===== src/rtl/core/sc1kd_pkg.sv =====
// ---------------------------------------------------------------------------
// sc1kd_pkg: shared types and constants of the set 1 key decoder
// Key codes, item kinds, result layout and the scan code character table.
// ---------------------------------------------------------------------------
`default_nettype none

package sc1kd_pkg;

  localparam int KEY_W     = 7;
  localparam int KEY_COUNT = 128;
  localparam int CAP_W     = 5;
  localparam int CODE_W    = 8;
  localparam int OUT_W     = 36;
  localparam int TDATA_W   = 40;

  localparam logic [CAP_W-1:0] CAPACITY_RESET = 5'd10;

  // item kinds carried on the input tuser bit
  localparam logic KIND_SCAN  = 1'b0;
  localparam logic KIND_CLEAR = 1'b1;

  // key codes with low seven bits, release bit stripped
  localparam logic [KEY_W-1:0] KEY_FIRST_TEXT = 7'h02;
  localparam logic [KEY_W-1:0] KEY_CTRL       = 7'h1D;
  localparam logic [KEY_W-1:0] KEY_LSHIFT     = 7'h2A;
  localparam logic [KEY_W-1:0] KEY_RSHIFT     = 7'h36;
  localparam logic [KEY_W-1:0] KEY_ALT        = 7'h38;
  localparam logic [KEY_W-1:0] KEY_TABLE_END  = 7'h3A;

  typedef struct packed {
    logic             alt;
    logic             ctrl;
    logic             shift;
    logic [CAP_W-1:0] count;
  } kstate_t;

  // packed from the top bit down, so code_echo lands in the low byte
  typedef struct packed {
    logic              alt_on;
    logic              ctrl_on;
    logic              shift_on;
    logic [7:0]        text_position;
    logic              text_valid;
    logic [CAP_W-1:0]  event_count;
    logic              event_stored;
    logic              key_state;
    logic              is_release;
    logic [7:0]        character;
    logic [CODE_W-1:0] code_echo;
  } result_t;

  function automatic logic is_text_key(input logic [KEY_W-1:0] key);
    logic ok;
    ok = (key >= KEY_FIRST_TEXT) && (key < KEY_TABLE_END) &&
         (key != KEY_CTRL) && (key != KEY_LSHIFT) &&
         (key != KEY_RSHIFT) && (key != KEY_ALT);
    return ok;
  endfunction

  // {shifted, plain} character pair per key; codes past the table give 0
  function automatic logic [7:0] char_lookup(input logic [KEY_W-1:0] key,
                                             input logic shift);
    logic [15:0] pair;
    case (key)
      7'h01: pair = {8'h1B, 8'h1B};
      7'h02: pair = {8'h21, 8'h31};
      7'h03: pair = {8'h40, 8'h32};
      7'h04: pair = {8'h23, 8'h33};
      7'h05: pair = {8'h24, 8'h34};
      7'h06: pair = {8'h25, 8'h35};
      7'h07: pair = {8'h5E, 8'h36};
      7'h08: pair = {8'h26, 8'h37};
      7'h09: pair = {8'h2A, 8'h38};
      7'h0A: pair = {8'h28, 8'h39};
      7'h0B: pair = {8'h29, 8'h30};
      7'h0C: pair = {8'h5F, 8'h2D};
      7'h0D: pair = {8'h2B, 8'h3D};
      7'h0E: pair = {8'h08, 8'h08};
      7'h0F: pair = {8'h09, 8'h09};
      7'h10: pair = {8'h51, 8'h71};
      7'h11: pair = {8'h57, 8'h77};
      7'h12: pair = {8'h45, 8'h65};
      7'h13: pair = {8'h52, 8'h72};
      7'h14: pair = {8'h54, 8'h74};
      7'h15: pair = {8'h59, 8'h79};
      7'h16: pair = {8'h55, 8'h75};
      7'h17: pair = {8'h49, 8'h69};
      7'h18: pair = {8'h4F, 8'h6F};
      7'h19: pair = {8'h50, 8'h70};
      7'h1A: pair = {8'h7B, 8'h5B};
      7'h1B: pair = {8'h7D, 8'h5D};
      7'h1C: pair = {8'h0A, 8'h0A};
      7'h1E: pair = {8'h41, 8'h61};
      7'h1F: pair = {8'h53, 8'h73};
      7'h20: pair = {8'h44, 8'h64};
      7'h21: pair = {8'h46, 8'h66};
      7'h22: pair = {8'h47, 8'h67};
      7'h23: pair = {8'h48, 8'h68};
      7'h24: pair = {8'h4A, 8'h6A};
      7'h25: pair = {8'h4B, 8'h6B};
      7'h26: pair = {8'h4C, 8'h6C};
      7'h27: pair = {8'h3A, 8'h3B};
      7'h28: pair = {8'h22, 8'h27};
      7'h29: pair = {8'h7E, 8'h60};
      7'h2B: pair = {8'h7C, 8'h5C};
      7'h2C: pair = {8'h5A, 8'h7A};
      7'h2D: pair = {8'h58, 8'h78};
      7'h2E: pair = {8'h43, 8'h63};
      7'h2F: pair = {8'h56, 8'h76};
      7'h30: pair = {8'h42, 8'h62};
      7'h31: pair = {8'h4E, 8'h6E};
      7'h32: pair = {8'h4D, 8'h6D};
      7'h33: pair = {8'h3C, 8'h2C};
      7'h34: pair = {8'h3E, 8'h2E};
      7'h35: pair = {8'h3F, 8'h2F};
      7'h37: pair = {8'h2A, 8'h2A};
      7'h39: pair = {8'h20, 8'h20};
      default: pair = 16'h0000;
    endcase
    return shift ? pair[15:8] : pair[7:0];
  endfunction

endpackage

`default_nettype wire


===== src/rtl/core/sc1kd_ram.sv =====
// ---------------------------------------------------------------------------
// sc1kd_ram: generic single-write, single-read RAM
// One write port, one read port with registered read data.
// ---------------------------------------------------------------------------
`default_nettype none

module sc1kd_ram #(
  parameter int WIDTH = 1,
  parameter int DEPTH = 128
) (
  input  logic                     clk,
  input  logic                     wr_en,
  input  logic [$clog2(DEPTH)-1:0] wr_addr,
  input  logic [WIDTH-1:0]         wr_data,
  input  logic                     rd_en,
  input  logic [$clog2(DEPTH)-1:0] rd_addr,
  output logic [WIDTH-1:0]         rd_data
);

  logic [WIDTH-1:0] mem [DEPTH];

  always_ff @(posedge clk) begin
    if (wr_en) begin
      mem[wr_addr] <= wr_data;
    end
    if (rd_en) begin
      rd_data <= mem[rd_addr];
    end
  end

endmodule

`default_nettype wire


===== src/rtl/core/sc1kd_decode.sv =====
// ---------------------------------------------------------------------------
// sc1kd_decode: single-pass decode of one staged item
// Builds the result and the next modifier, counter and text slot values.
// ---------------------------------------------------------------------------
`default_nettype none

module sc1kd_decode #(
  parameter int SLOT_W = 8
) (
  input  logic                           kind,
  input  logic [sc1kd_pkg::CODE_W-1:0]   scancode,
  input  logic                           key_bit_old,
  input  sc1kd_pkg::kstate_t             cur,
  input  logic [sc1kd_pkg::CAP_W-1:0]    capacity,
  input  logic [SLOT_W-1:0]              slot,
  input  logic [SLOT_W-1:0]              slot_last,
  output sc1kd_pkg::result_t             res,
  output sc1kd_pkg::kstate_t             nxt,
  output logic [SLOT_W-1:0]              slot_next,
  output logic                           key_wr,
  output logic                           key_bit_new
);
  import sc1kd_pkg::*;

  logic [KEY_W-1:0]    key;
  logic                rel;
  logic [SLOT_W+7:0]   slot_ext;

  assign key         = scancode[KEY_W-1:0];
  assign rel         = scancode[CODE_W-1];
  assign key_bit_new = ~key_bit_old;
  assign slot_ext    = {8'd0, slot};

  always_comb begin
    nxt       = cur;
    slot_next = slot;
    res       = '0;
    key_wr    = 1'b0;
    if (kind == KIND_CLEAR) begin
      nxt.count = '0;
    end else begin
      key_wr         = 1'b1;
      res.code_echo  = scancode;
      res.is_release = rel;
      res.key_state  = key_bit_new;
      // character uses shift as it stood before this byte
      res.character  = char_lookup(key, cur.shift);
      if (cur.count < capacity) begin
        nxt.count        = cur.count + 5'd1;
        res.event_stored = 1'b1;
      end
      if ((key == KEY_LSHIFT) || (key == KEY_RSHIFT)) begin
        nxt.shift = ~cur.shift;
      end else if (key == KEY_CTRL) begin
        nxt.ctrl = ~cur.ctrl;
      end else if (key == KEY_ALT) begin
        nxt.alt = ~cur.alt;
      end else if (!rel && is_text_key(key)) begin
        res.text_valid    = 1'b1;
        res.text_position = slot_ext[7:0];
        slot_next         = (slot == slot_last) ? '0 : slot + SLOT_W'(1);
      end
    end
    res.event_count = nxt.count;
    res.shift_on    = nxt.shift;
    res.ctrl_on     = nxt.ctrl;
    res.alt_on      = nxt.alt;
  end

endmodule

`default_nettype wire


===== src/rtl/core/scancode_set1_key_decoder_core.sv =====
// ---------------------------------------------------------------------------
// scancode_set1_key_decoder_core: scan code set 1 key decoder
// Decodes set 1 bytes into characters, key state, modifier flags, an event
// count and a wrapping text position, one transaction per cycle while m_axis does not stall.
// ---------------------------------------------------------------------------
//
//  channel   dir  handshake                      payload
//  s_axis    in   s_axis_tvalid / s_axis_tready  tdata: scancode; tuser: kind
//  m_axis    out  m_axis_tvalid / m_axis_tready  tdata: packed result, 40 bits
//  cfg       in   cfg_wr_en                      cfg_wr_data: event_capacity
//
//  One transaction per cycle sustained while m_axis takes results; the key
//  RAM read and the decode stage load when an input is taken, and the
//  decoded result registers onto m_axis when the decode stage advances.
//  The pace is set by the read-modify-write of the key state RAM, which
//  forwards the bit of the preceding transaction on a same-key collision.
//  Reset (rst, synchronous) empties both stages, clears modifiers, event
//  count, text slot and the key valid bits, and loads capacity with 10.
//  A stall on m_axis holds the decode stage; s_axis keeps taking a
//  transaction as long as the decode stage is empty or can move on in that cycle.
// ---------------------------------------------------------------------------
`default_nettype none

module scancode_set1_key_decoder_core #(
  parameter int TEXT_RING_DEPTH = 256
) (
  input  logic                            clk,
  input  logic                            rst,
  input  logic                            s_axis_tvalid,
  output logic                            s_axis_tready,
  input  logic [7:0]                      s_axis_tdata,  // [7:0] scancode
  input  logic                            s_axis_tuser,  // [0] kind
  output logic                            m_axis_tvalid,
  input  logic                            m_axis_tready,
  // [7:0] code_echo, [15:8] character, [16] is_release, [17] key_state,
  // [18] event_stored, [23:19] event_count, [24] text_valid,
  // [32:25] text_position, [33] shift_on, [34] ctrl_on, [35] alt_on
  output logic [sc1kd_pkg::TDATA_W-1:0]   m_axis_tdata,
  input  logic                            cfg_wr_en,
  input  logic [sc1kd_pkg::CAP_W-1:0]     cfg_wr_data   // event_capacity
);
  import sc1kd_pkg::*;

  localparam int SLOT_W = $clog2(TEXT_RING_DEPTH);
  localparam logic [SLOT_W-1:0] SLOT_LAST = SLOT_W'(TEXT_RING_DEPTH - 1);

  // configuration and architectural state
  logic [CAP_W-1:0]     capacity;
  kstate_t              kstate;
  logic [SLOT_W-1:0]    text_slot;
  logic [KEY_COUNT-1:0] key_valid;

  // decode stage
  logic                 s1_valid;
  logic                 s1_kind;
  logic [CODE_W-1:0]    s1_code;
  logic                 fwd_hit;
  logic                 fwd_val;

  logic                 s_accept;
  logic                 s1_advance;
  logic                 ram_rd_data;
  logic                 key_bit_old;
  logic                 key_wr;
  logic                 key_bit_new;
  result_t              res;
  kstate_t              kstate_next;
  logic [SLOT_W-1:0]    text_slot_next;

  // the decode stage moves on whenever the output register is free or taken
  assign s1_advance    = s1_valid && (!m_axis_tvalid || m_axis_tready);
  assign s_axis_tready = !s1_valid || s1_advance;
  assign s_accept      = s_axis_tvalid && s_axis_tready;

  // Entry never written reads as zero; a same-key write in the accept
  // cycle is not seen by the RAM read, so take the forwarded bit instead.
  assign key_bit_old = fwd_hit ? fwd_val : (key_valid[s1_code[KEY_W-1:0]] & ram_rd_data);

  sc1kd_ram #(
    .WIDTH (1),
    .DEPTH (KEY_COUNT)
  ) u_key_ram (
    .clk     (clk),
    .wr_en   (s1_advance && key_wr),
    .wr_addr (s1_code[KEY_W-1:0]),
    .wr_data (key_bit_new),
    .rd_en   (s_accept),
    .rd_addr (s_axis_tdata[KEY_W-1:0]),
    .rd_data (ram_rd_data)
  );

  sc1kd_decode #(
    .SLOT_W (SLOT_W)
  ) u_decode (
    .kind        (s1_kind),
    .scancode    (s1_code),
    .key_bit_old (key_bit_old),
    .cur         (kstate),
    .capacity    (capacity),
    .slot        (text_slot),
    .slot_last   (SLOT_LAST),
    .res         (res),
    .nxt         (kstate_next),
    .slot_next   (text_slot_next),
    .key_wr      (key_wr),
    .key_bit_new (key_bit_new)
  );

  // control state
  always_ff @(posedge clk) begin
    if (rst) begin
      capacity      <= CAPACITY_RESET;
      kstate        <= '0;
      text_slot     <= '0;
      key_valid     <= '0;
      s1_valid      <= 1'b0;
      m_axis_tvalid <= 1'b0;
    end else begin
      if (cfg_wr_en) begin
        capacity <= cfg_wr_data;
      end
      // commit the staged transaction as its result enters the output
      if (s1_advance) begin
        kstate    <= kstate_next;
        text_slot <= text_slot_next;
        if (key_wr) begin
          key_valid[s1_code[KEY_W-1:0]] <= 1'b1;
        end
      end
      if (s_accept) begin
        s1_valid <= 1'b1;
      end else if (s1_advance) begin
        s1_valid <= 1'b0;
      end
      if (s1_advance) begin
        m_axis_tvalid <= 1'b1;
      end else if (m_axis_tready) begin
        m_axis_tvalid <= 1'b0;
      end
    end
  end

  // payload: hold while stalled, load on transaction
  always_ff @(posedge clk) begin
    if (s_accept) begin
      s1_kind <= s_axis_tuser;
      s1_code <= s_axis_tdata;
      // a staged item can only sit beside a new one while it advances
      fwd_hit <= s1_valid && (s1_kind == KIND_SCAN) &&
                 (s1_code[KEY_W-1:0] == s_axis_tdata[KEY_W-1:0]);
      fwd_val <= key_bit_new;
    end
    if (s1_advance) begin
      m_axis_tdata <= {(TDATA_W - OUT_W)'(0), res};
    end
  end

  a_accept_fills_stage: assert property (@(posedge clk) disable iff (rst)
    s_accept |=> s1_valid)
    else $error("accepted transaction did not reach decode stage");

  a_advance_fills_out: assert property (@(posedge clk) disable iff (rst)
    s1_advance |=> m_axis_tvalid)
    else $error("decode stage advanced without output valid");

  a_stage_holds: assert property (@(posedge clk) disable iff (rst)
    s1_valid && !s1_advance |=> s1_valid && $stable(s1_code) && $stable(s1_kind))
    else $error("stalled decode stage lost its transaction");

  a_key_marked: assert property (@(posedge clk) disable iff (rst)
    s1_advance && (s1_kind == KIND_SCAN) |=> key_valid[$past(s1_code[KEY_W-1:0])])
    else $error("written key entry not marked valid");

endmodule

`default_nettype wire

===== config.mk =====
export PLATFORM = sky130hd
export DESIGN_NAME = scancode_set1_key_decoder_core
export DESIGN_NICKNAME = d
export VERILOG_FILES = /design/src/rtl/core/sc1kd_pkg.sv /design/src/rtl/core/sc1kd_ram.sv /design/src/rtl/core/sc1kd_decode.sv /design/src/rtl/core/scancode_set1_key_decoder_core.sv
export SDC_FILE = /design/constraint.sdc
export NUM_CORES = 1
export LEC_CHECK = 0
export BUFFER_PORTS_ARGS = -buffer_cell sky130_fd_sc_hd__buf_2
export CAP_MARGIN = 20
export CORE_UTILIZATION = 54
export DETAILED_ROUTE_END_ITERATION = 8
export PLACE_DENSITY = 0.71
export SLEW_MARGIN = 20
export SYNTH_ARGS = -nofsm -noshare
export SYNTH_HDL_FRONTEND = slang
export SYNTH_SLANG_ARGS = --single-unit

===== constraint.sdc =====
create_clock -name clk -period 9.1 [get_ports clk]
set_input_delay 0.91 -clock clk [delete_from_list [all_inputs] [get_ports clk]]
set_output_delay 0.91 -clock clk [all_outputs]
set_load 0.02 [all_outputs]

# Word-level counts from Yosys, hierarchy flattened
# Memory sizes are Yosys's and may differ from the RTL's. A register that Yosys moved wholly into a read port is not among the register bits.
# Cells that the tools add are included.
[totals]
regBits = 198
mem_bits_rw = 128
mem_bits_ro = 896
output_inout_bits = 42
word_cells = 97
memories = 2
[memory_table]
columns = ["memory", "depth", "word_bits", "rd", "rd_ports_with_merged_regs", "write_ports", "line_no", "text"]
rows = [
  ["(name not given)", 64, 14, 1, 1, 0, "sc1kd_pkg.sv:64", "case (key)"],
  ["u_key_ram.mem", 128, 1, 1, 1, 1, "sc1kd_ram.sv:20", "logic [WIDTH-1:0] mem [DEPTH];"],
]
[op_classes]
add_sub_neg = 2
n_lt_le_gt_ge = 5
eq_ne = 10
mux = 26
bitwise_logic = 11
reduce_logical = 24
[ops]
columns = ["operator", "count"]
rows = [
  ["OR 128 bit", 1],
  ["== test 7 x 6 -> 1 bit (second input constant)", 3],
  ["inequality test 7 x 6 -> 1 bit (second input constant)", 3],
  ["2-to-1 mux 1 bit", 16],
  ["2-to-1 mux 16 bit", 1],
  ["2-to-1 mux 8 bit", 2],
  ["logical AND 1 bit", 12],
  ["2-to-1 mux 5 bit", 2],
  ["inverter 1 bit", 9],
  ["adder 8 x 1 -> 8 bit (second input constant)", 1],
  ["== test 8 bit (second input constant)", 1],
  ["< comparator 7 x 8 -> 1 bit (second input constant)", 1],
  ["binary-select mux 1 bit (select 7 bit)", 1],
  ["demux 1 bit (select 7 bit)", 1],
  ["== test 7 x 5 -> 1 bit (second input constant)", 1],
  ["== test 7 bit", 1],
  ["greater-or-equal comparator 7 x 1 -> 1 bit (second input constant)", 1],
  ["greater-or-equal comparator 7 x 2 -> 1 bit (second input constant)", 1],
  ["< comparator 7 x 6 -> 1 bit (second input constant)", 1],
  ["inequality test 7 x 5 -> 1 bit (second input constant)", 1],
  ["2-to-1 mux 6 bit", 1],
  ["AND reduction 6 bit", 1],
  ["adder 5 x 1 -> 5 bit (second input constant)", 1],
  ["< comparator 5 bit", 1],
  ["9 further kinds", 14],
]

# Longest topological paths before layout
[logic_depth]
depth_word = 9
depth_mapped = 12
mapped_depth_nobuf = 12

# Hierarchy
# Synthesis repeated with hierarchy kept, for this count alone.
[unflattened]
cells_unflattened = 1450
hier_area_um2 = 15305.9
[modules_own_cells]
columns = ["module", "n_inst", "cells_each", "area_per_inst_um2", "seq_area_each_um2"]
rows = [
  ["scancode_set1_key_decoder_core", 1, 742, 7539.7, 4434.3],
  ["sc1kd_ram", 1, 395, 5729.2, 3873.7],
  ["sc1kd_decode", 1, 313, 2037.0, 0.0],
]

# Worst setup path before layout
# OpenSTA, ideal clock, no wires.
[synth_timing]
kind = "register -> register"
start = "reg s1_code[1]"
end = "reg fwd_val (data pin)"
setup_time_ps = 925
arrival_ps = 5544
required_time_ps = 8175
setup_slack_ps = 2632
path_stages_with_launch = 11
period_less_slack_ps = 6468
cell_sequence = "edfxtp_1 and2_1 clkbuf_1 buf_2 buf_2 a221oi_1 a21oi_1 o22ai_1 nor2_1 mux4_2 a22oi_1"
[synth_via]
elab_chain_len = 5
[synth_rtl]
columns = ["item", "line_no", "text"]
rows = [
  ["start, declared", "scancode_set1_key_decoder_core.sv:56", "logic [CODE_W-1:0] s1_code;"],
  ["start signal, assigned", "scancode_set1_key_decoder_core.sv:147", "s1_code <= s_axis_tdata;"],
  ["binary-select mux 1 bit (select 7 bit)", "scancode_set1_key_decoder_core.sv:77", "assign key_bit_old = fwd_hit ? fwd_val : (key_valid[s1_code[KEY_W-1:0]] & ram_rd_data);"],
  ["2-to-1 mux 1 bit (not written as such)", "scancode_set1_key_decoder_core.sv:77", ""],
  ["bitwise AND 1 bit", "scancode_set1_key_decoder_core.sv:77", ""],
  ["2-to-1 mux 1 bit", "scancode_set1_key_decoder_core.sv:77", ""],
  ["inverter 1 bit", "sc1kd_decode.sv:31", "assign key_bit_new = ~key_bit_old;"],
  ["via key_bit_new", "scancode_set1_key_decoder_core.sv:65", "logic key_bit_new;"],
  ["end signal, assigned", "scancode_set1_key_decoder_core.sv:151", "fwd_val <= key_bit_new;"],
  ["end, declared", "scancode_set1_key_decoder_core.sv:58", "logic fwd_val;"],
]
# The timed path passes the listed nets, and every way through them passes these cells. The select of a mux whose other input is x is not followed.
# A chain may end at the register's enable or synchronous reset.

# Worst setup path in the final report
[layout_timing]
start = "reg s1_code[2]"
end = "mem u_key_ram.mem[115] (data pin)"
[layout_via]
elab_chain_len = 5
[layout_rtl]
columns = ["item", "line_no"]
rows = [
  ["binary-select mux 1 bit (select 7 bit)", "scancode_set1_key_decoder_core.sv:77"],
  ["2-to-1 mux 1 bit (not written as such)", "scancode_set1_key_decoder_core.sv:77"],
  ["bitwise AND 1 bit", "scancode_set1_key_decoder_core.sv:77"],
  ["2-to-1 mux 1 bit", "scancode_set1_key_decoder_core.sv:77"],
  ["inverter 1 bit", "sc1kd_decode.sv:31"],
  ["via key_bit_new", "scancode_set1_key_decoder_core.sv:65"],
  ["end, declared", "sc1kd_ram.sv:20"],
]
# The timed path passes the listed nets, and every way through them passes these cells. The select of a mux whose other input is x is not followed.

==> metrics.cfg <==
[finish]
drive_above_1_share = 0.148
final_common_cell = nor2_1
syn2layout_area_growth_pct = 11.3
nNetsFinal = 1303
design_area_sq_um = 16400
n_antenna_cell = 0
layout_common_cells = 189 x nor2_1, 174 x edfxtp_1, 165 x dfxtp_1

[synthesis]
synth_edf_count = 174
yosysTopAreaCell = edfxtp_1
ys_seq_area_frac = 0.577
yosysWarnings = 0
synthFlopType = edfxtp_1
synth_async_sr_flop_share = 0
ys_top_cells_by_area = edfxtp_1 35%, dfxtp_1 22%, mux4_2 6.9%
synth_top_area_frac = 0.354
avgSynthCellArea_sq_um = 11.8
synth.cell_area_sq_um = 14800
ys_types = 66
netlist_instances = 1251
ys_ff_latch = 339

[worst_setup_path]
crit_path_max_fanout = 129
critPathSlowestCell = edfxtp_1
crit_type = flop to flop
reg2reg_from = s1_code[2]
cp.arrival_ns = 4.59
cp.buffers_inverters = 2
cpMostUsedCell = nand2_1
cp.required_ns = 9.22
crit_start = s1_code[2]
crit_chain = buf_4 > nand2_1 > nor2_1 > nand2_1 > and4b_1 > nor4b_1 > mux4_2 > a22oi_2 > buf_6
slowest_delay_ns = 0.97
path_delay_family = simple AND/OR/NAND/NOR gates
start_kind = flop
end_kind = flop

[die]
start_util = 0.550
chipHeight_um = 167
coreArea_sq_um = 26900
dieArea_sq_um = 28000
rows = 60
pin_count = 61
die_w_um = 167

[power_and_ir_drop]
p_sw_mw = 0.804
pwr-share-comb = 0.081
swShare = 0.229
p_int_mw = 2.70
clkPwrFrac = 0.444
p_per_area_nw_per_um2 = 213
p_seq_frac = 0.475
leakage_nw = 5.71
ir_drop_mv = 0.163

[timing]
setup_viol = 0
finalHoldViolations = 0
final.setup.worst_slack_ns = 4.64
fin_crit_sh = 0.491
whs_ns = 0.462
rsz0062_at_grt = false
period_minus_slack_ns = 4.46
worst_slew_pin_slew_ns = 1.19
fmax_ghz = 0.224
slew_headroom = 0.203
fin_skew_ns = 0.0143
tns_ns = 0
final_max_slew_viol_count = 0

[routing]
routed_via_density = 6.27
wirelength_um = 36800
ant_nets = 0
detail_route.wl_per_cell_um = 22.5
drt_iter0_markers = 1130
num_vias = 10200
drc_errors = 0
drt-pass1-iter-count = 6

[global_routing]
grt_overflow = 0
antenna_found_initial = 0
grt_pass1_wl_um = 57000
grt_max_degree = 130
grt_pass1_vias = 9970
track_usage = 0.265

[clock_tree]
cts_buffers = 36
post_cts_buffers = 0
ctsResizeCount = 0
clkTransAtPathRegs_ns = 0.06
cts_max_level = 2
cts_max_path_buffers = 3
cts-root-buf = clkbuf_16
cts_tree = yes
cts_sinks = 339
ctsHoldBuffers = 0
worstSkewPairLatency_ns = 0.52

[placed_design]
gp_congestion = 0.889
placed_area_sq_um = 15200
dp_slack_ns = 4.53
port_buffers = 55
dp_hpwl_um = 22700

[run]
maxCapViolCount = 0

[min_path]
hold_path.class = flop to flop
hp-start = key_valid[33]

[outcome]
outcome = finished, final reports clean

[final cells by class]
cell class                 instances  area [sq um]
multi-input combinational        806          5780
tap                              341           427
clock inverter                    17           224
timing repair buffer              64           350
clock buffer                      49          1060
sequential                       339          8530
fill                            2190         10400
inverter                          19          73.8
[logic make-up after synthesis]
group | Yosys count | synth area share
other | 1 | 0.000254
flip-flops | 339 | 0.577
XOR/XNOR | 23 | 0.0136
buffers and inverters | 110 | 0.0328
AO/OA/AOI/OAI | 308 | 0.149
adder cells (fa/ha/maj) | 18 | 0.0152
multiplexers | 95 | 0.103
AND/OR/NAND/NOR | 357 | 0.109
[state kept, by name, summed over array words and instances (netlist names), named ones only]
register / flops
s1_kind: 1
text_slot: 8
s1_code: 8
s1_valid: 1
key_valid: 128
capacity: 5
u_key_ram.rd_data: 1
fwd_val: 1
m_axis_tdata: 34
m_axis_tvalid: 1
fwd_hit: 1
kstate: 8
u_key_ram.mem: 128
[worst register-to-register path, stage by stage, from the launching register on]
cell and delay, ns:
edfxtp_1 0.97, buf_4 0.71, nand2_1 0.21, nor2_1 0.41, nand2_1 0.10, and4b_1 0.20
nor4b_1 0.55, mux4_2 0.43, a22oi_2 0.07, buf_6 0.31
[cell usage after synthesis, drive strengths merged (5+ instances only)]
cell	number
o21ai	28
a21o	6
or2	6
dfxtp	165
a31oi	7
a21oi	47
o221ai	12
a22oi	20
nand2	60
and2	13
or3	7
a221oi	24
nand3	25
nand2b	7
mux4	45
inv	18
nor2b	17
ha	18
buf	31
o211ai	8
xor2	7
xnor2	16
clkbuf	60
o21a	128
nor2	190
mux2i	46
nor3	10
edfxtp	174
nand4	5
[through the flow]
stage,power [mW],instances,util
2_1_floorplan,1.90,1255,-
3_3_place_gp,1.97,1569,0.564
3_5_place_dp,1.98,1569,0.564
4_1_cts,3.52,1635,0.612
5_1_grt,3.60,1635,0.612
6_report,3.51,1635,0.612
[layer usage]
metal  part of all wire  GRT usage  vias to the layer above  routed length [um]
met2               0.47      0.423                      459               17100
met4              0.028     0.0854                        0                1040
met3              0.085     0.0520                       81                3130
li1                   -          -                     4668                   -
met5                  0          0                        -                   0
met1               0.42      0.364                     5037               15500
[worst paths after layout]
| kind | endpoint | slack [ns] | cells after the start |
|---|---|---|---|
| setup / recovery | u_key_ram.mem[115] | 4.64 | 9 |
| hold reg to reg | key_valid[33] | 0.46 | 1 |
| setup reg to reg | u_key_ram.mem[115] | 4.64 | 9 |
| hold / removal | key_valid[33] | 0.46 | 1 |
[power groups by stage]
stage / clock [mW] / combinational (mW) / sequential [mW]
3_3_place_gp: 0 / 0.276 / 1.70
2_1_floorplan: 0 / 0.195 / 1.70
3_5_place_dp: 0 / 0.279 / 1.70
4_1_cts: 1.57 / 0.280 / 1.67
5_1_grt: 1.63 / 0.305 / 1.67
6_report: 1.56 / 0.283 / 1.67
Note: power is estimated with default switching activity, not from simulation.
